File: config.mk
export PLATFORM = sky130hd
export DESIGN_NAME = chi_div
export DESIGN_NICKNAME = d
export VERILOG_FILES = /design/src/hdl/chi_div.sv
export SDC_FILE = /design/constraint.sdc
export NUM_CORES = 1
export LEC_CHECK = 0
export BUFFER_PORTS_ARGS = -buffer_cell sky130_fd_sc_hd__buf_2
export CAP_MARGIN = 40
export CORE_AREA = 2 2 180 182
export DETAILED_ROUTE_END_ITERATION = 12
export DIE_AREA = 0 0 182 184
export PLACE_DENSITY = 0.72
export SYNTH_ARGS = -nofsm -noshare
export SYNTH_HDL_FRONTEND = slang
export SYNTH_SLANG_ARGS = --single-unit
File: constraint.sdc
create_clock -name clk -period 7.1 [get_ports clk]
set_clock_uncertainty 0.05 [all_clocks]
set_input_delay 0.355 -clock clk [delete_from_list [all_inputs] [get_ports clk]]
set_output_delay 0.355 -clock clk [all_outputs]
set_load 0.05 [all_outputs]
File: src/hdl/chi_div.sv
module chi_div #(
    parameter int DVD_W = 99,
    parameter int DSR_W = 65
) (
    input  logic             clk,
    input  logic             rst_n,
    input  logic             start,
    input  logic [DVD_W-1:0] dividend,
    input  logic [DSR_W-1:0] divisor,
    output logic [DVD_W-1:0] quotient,
    output logic             done
);

    localparam int CNT_W = $clog2(DVD_W + 1);

    logic             busy_reg, busy_next;
    logic             done_reg, done_next;
    logic [CNT_W-1:0] cnt_reg, cnt_next;
    logic [DSR_W-1:0] rem_reg, rem_next;
    logic [DSR_W-1:0] dsr_reg, dsr_next;
    logic [DVD_W-1:0] quo_reg, quo_next;

    logic [DSR_W:0] trial;
    logic [DSR_W:0] diff;
    logic           ge;

    // restoring division, one quotient bit per cycle
    assign trial = {rem_reg, quo_reg[DVD_W-1]};
    assign diff  = trial - {1'b0, dsr_reg};
    assign ge    = (trial >= {1'b0, dsr_reg});

    always_comb
    begin
        busy_next = busy_reg;
        done_next = 1'b0;
        cnt_next  = cnt_reg;
        rem_next  = rem_reg;
        dsr_next  = dsr_reg;
        quo_next  = quo_reg;
        if (start) begin
            busy_next = 1'b1;
            cnt_next  = '0;
            rem_next  = '0;
            dsr_next  = divisor;
            quo_next  = dividend;
        end
        else if (busy_reg) begin
            rem_next = ge ? diff[DSR_W-1:0] : trial[DSR_W-1:0];
            quo_next = {quo_reg[DVD_W-2:0], ge};
            cnt_next = cnt_reg + 1'b1;
            if (cnt_reg == CNT_W'(DVD_W - 1)) begin
                busy_next = 1'b0;
                done_next = 1'b1;
            end
        end
    end

    always_ff @(posedge clk or negedge rst_n)
    begin
        if (!rst_n) begin
            busy_reg <= 1'b0;
            done_reg <= 1'b0;
            cnt_reg  <= '0;
        end
        else begin
            busy_reg <= busy_next;
            done_reg <= done_next;
            cnt_reg  <= cnt_next;
        end
    end

    always_ff @(posedge clk)
    begin
        rem_reg <= rem_next;
        dsr_reg <= dsr_next;
        quo_reg <= quo_next;
    end

    assign quotient = quo_reg;
    assign done     = done_reg;

`ifndef SYNTHESIS
    a_no_restart: assert property (@(posedge clk) disable iff (!rst_n)
        start |-> !busy_reg)
        else $error("divider started while busy");

    a_done_idle: assert property (@(posedge clk) disable iff (!rst_n)
        done_reg |-> (!busy_reg && $past(busy_reg)))
        else $error("divider done without a running division");

    a_rem_bound: assert property (@(posedge clk) disable iff (!rst_n)
        busy_reg |-> (rem_reg < dsr_reg))
        else $error("partial remainder not below divisor");
`endif

endmodule

==> key figures <==
Clock tree
  – TritonCTS clock tree: done
  – Post-CTS Resized: 0
  – Skew-Pair Late Insertion Delay: 570 ps
  – Worst-path clk slew: 60 ps
  – Setup Fix Bufs, Post-CTS: 0
  – CTS buffer count: 28
  – Max clock buf depth: 3
  – H-tree Lvls: 1
  – Clock sink total: 238
  – Root Driver: clkbuf_16
  – Hold-fix buffers, CTS: 66

Worst hold path
  – Hold Path Class: input pin to flop
  – Min-Delay Endpoint: quotient[49]
  – Hold Crit Depth: 2
  – Hold_sp: dividend[49]

Synth
  – Post-synth top area share: 35.8%
  – Top_reg_cell synth: edfxtp_1
  – Xor/xnor share of the synthesized area: 3.56%
  – Gate Count Post-Synth: 1357
  – Adder-Cell Fraction of Synth Area: 6.24%
  – Post-synthesis mux area share: 9.64%
  – Synthesized net count: 1592
  – Sequential share of the synthesized area: 46.9%
  – Mapped Avg Cell Area: 10.1 um2
  – Post-Syn Area: 13800 um2
  – Post-synth ARST share: 3.78%
  – Distinct cells, synth: 70
  – Most frequent cell after synthesis: edfxtp_1
  – Synth warn: 0
  – Cell taking the most area after synthesis: edfxtp_1
  – Top cells by count, synth: 164 x edfxtp_1, 120 x nor2_1, 111 x a21oi_1
  – Synth Area in Simple Gates: 11.6%
  – Post-synth EDFFs: 164
  – Compound-Gate Fraction of Synth Area: 17.1%
  – Top cells by area, synth: edfxtp_1 36%, dfxtp_1 9.5%, mux2_2 8.2%
  – Largest family of logic cells by synthesized area: compound AO/OA/AOI/OAI gates
  – Flops & latches, synth: 238

Worst setup path
  – Peak fanout along the critical path: 70
  – Crit path kind: flop to flop
  – Crit path required time: 7550 ps
  – Crit end category: flop
  – Critical path data arrival time: 4630 ps
  – CP Launch Type: flop
  – Reg2Reg Depth: 15
  – Reg-to-Reg Start: quotient[98]
  – Worst R2R End: rem_reg[58]
  – Flop-to-flop setup slack: 2920 ps

Global routing
  – Pin count of the biggest net entering global routing: 103
  – GRT Resource Usage Total: 22.8%
  – Overflow after GRT: 0
  – Vias in the first global route: 11.3k
  – Initial antenna violation count: 6
  – Global-route wire length before repair: 60.4 mm

Status
  – Outcome: completed

Detailed routing
  – Routed Antenna Nets: 0
  – DR iter-0 viols: 743
  – Vias: 11.4k
  – # DRC: 0
  – DRT Pass-1 Iters: 5
  – Vias per cell: 5.51
  – Routed len/inst: 18.8 um
  – Post-Route WL: 38.9 mm

Cells and area
  – Final core utilization: 54.0%
  – Layout Area Growth over Synthesis: 23.3%
  – Nets: 1879
  – Largest register FFs: 99
  – Fin cells: 2073
  – Share of cells above drive strength 1: 26.4%
  – Fillers: 2850

Timing
  – Setup TNS: 0 ps
  – RSZ-0062 raised after global routing: false
  – Fin crit share: 58.8%
  – Final setup vio count: 0
  – Worst slew pin tran: 902 ps
  – Final Critical Period: 4180 ps
  – Final Hold Fails: 0
  – Max_slew headroom: 39.9%
  – Worst hold margin: 29.1 ps
  – Max Freq: 239 MHz
  – Final Max Slew Viols: 0

Place
  – Placed insts: 1950
  – Gpl congestion: 0.900
  – Input/output buffers: 266
  – Post-DP HPWL: 28.9 mm

Floorplanning
  – # IOs: 267
  – Placeable Area: 31400 um2
  – FP Rows: 65
  – Die span in y: 184 um
  – Initial cell density of the core: 43.8%
  – Die area: 33500 um2
  – Die X-Extent: 182 um

Power and ir drop
  – Power density over the cells: 345 nW/um2
  – Static Leak: 0.00742 uW
  – Maximum vdd ir drop: 0.237 mV

Job
  – MaxCap Viol Count: 0
==> kinds of logic after synthesis <==
group           after synthesis
xor+xnor                     56
buf+inv                     179
mux                         120
fa+ha+maj                    68
simple gates                331
compound gates              365
flops                       238
==> report_power, final <==
part           internal, uW  total [uW]  switching [uW]
Sequential             1740        1930             187
Combinational           954        2460            1510
Clock                   859        1450             594
==> layout make-up <==
| cell class | count | area (um2) | area share [%] |
|---|---|---|---|
| diodes | 5 | 12.5 | 0.0738 |
| well taps | 402 | 503 | 2.96 |
| repair buffers | 340 | 2070 | 12.2 |
| clock buffers | 35 | 747 | 4.40 |
| clock inverters | 17 | 195 | 1.15 |
| multi-input cells | 940 | 6620 | 39.0 |
| flip-flops and latches | 238 | 6450 | 38.0 |
| inverters | 96 | 363 | 2.14 |
==> per-stage QoR <==
stage	instance area (um2)	total power, uW	worst slack [ps]
floorplan	13800	3780	3540
finish	17000	5850	2920
detailed placement	15300	4350	3010
global placement	15300	4300	2480
CTS	17000	5860	2970
global route	17000	6200	2650
==> worst max-delay path: stages (launching register included) <==
cell and delay, ps:
edfxtp_1 410, inv_1 80, ha_1 170, inv_1 60
fa_1 410, a21o_1 220, a221oi_1 470, or2_1 220
a211oi_2 100, o2111ai_1 280, a211oi_2 180, nor2_4 190
buf_4 630, mux2i_1 170, a211o_1 320, a21oi_1 110
==> how the worst max path moves through the flow <==
stage                             from          end  slack (ps)  cells after the start
after floorplan           quotient[98]  rem_reg[64]        3540                     14
after global placement    quotient[98]  rem_reg[58]        2480                     15
after detailed placement  quotient[98]  rem_reg[55]        3010                     15
after CTS                 quotient[98]  rem_reg[58]        2970                     15
after global routing      quotient[98]  rem_reg[58]        2650                     15
final                     quotient[98]  rem_reg[58]        2920                     15
==> layer usage <==
layer,routed length (um),GRT usage (%),up-vias
met5,13,0,-
met3,2560,5.59,76
met4,1550,8.55,2
li1,-,-,5546
met2,19300,40.7,366
met1,15500,26.5,5431
==> placed cells by master, fill, tap and decap left out, drive strengths merged, types with 16 or more instances in the layout <==
master and instances:
nand4 30, dfxtp 65, clkbuf 36, edfxtp 164, o21bai 17, inv 96
a21o 38, a211oi 47, xnor2 33, dlygate4sd3 66, nand3 16, ha 67
xor2 23, nand2 86, mux2i 20, mux2 100, buf 273, o21ai 72
nor2 121, a21oi 111
No activity file was read; power rests on OpenSTA's default activity.
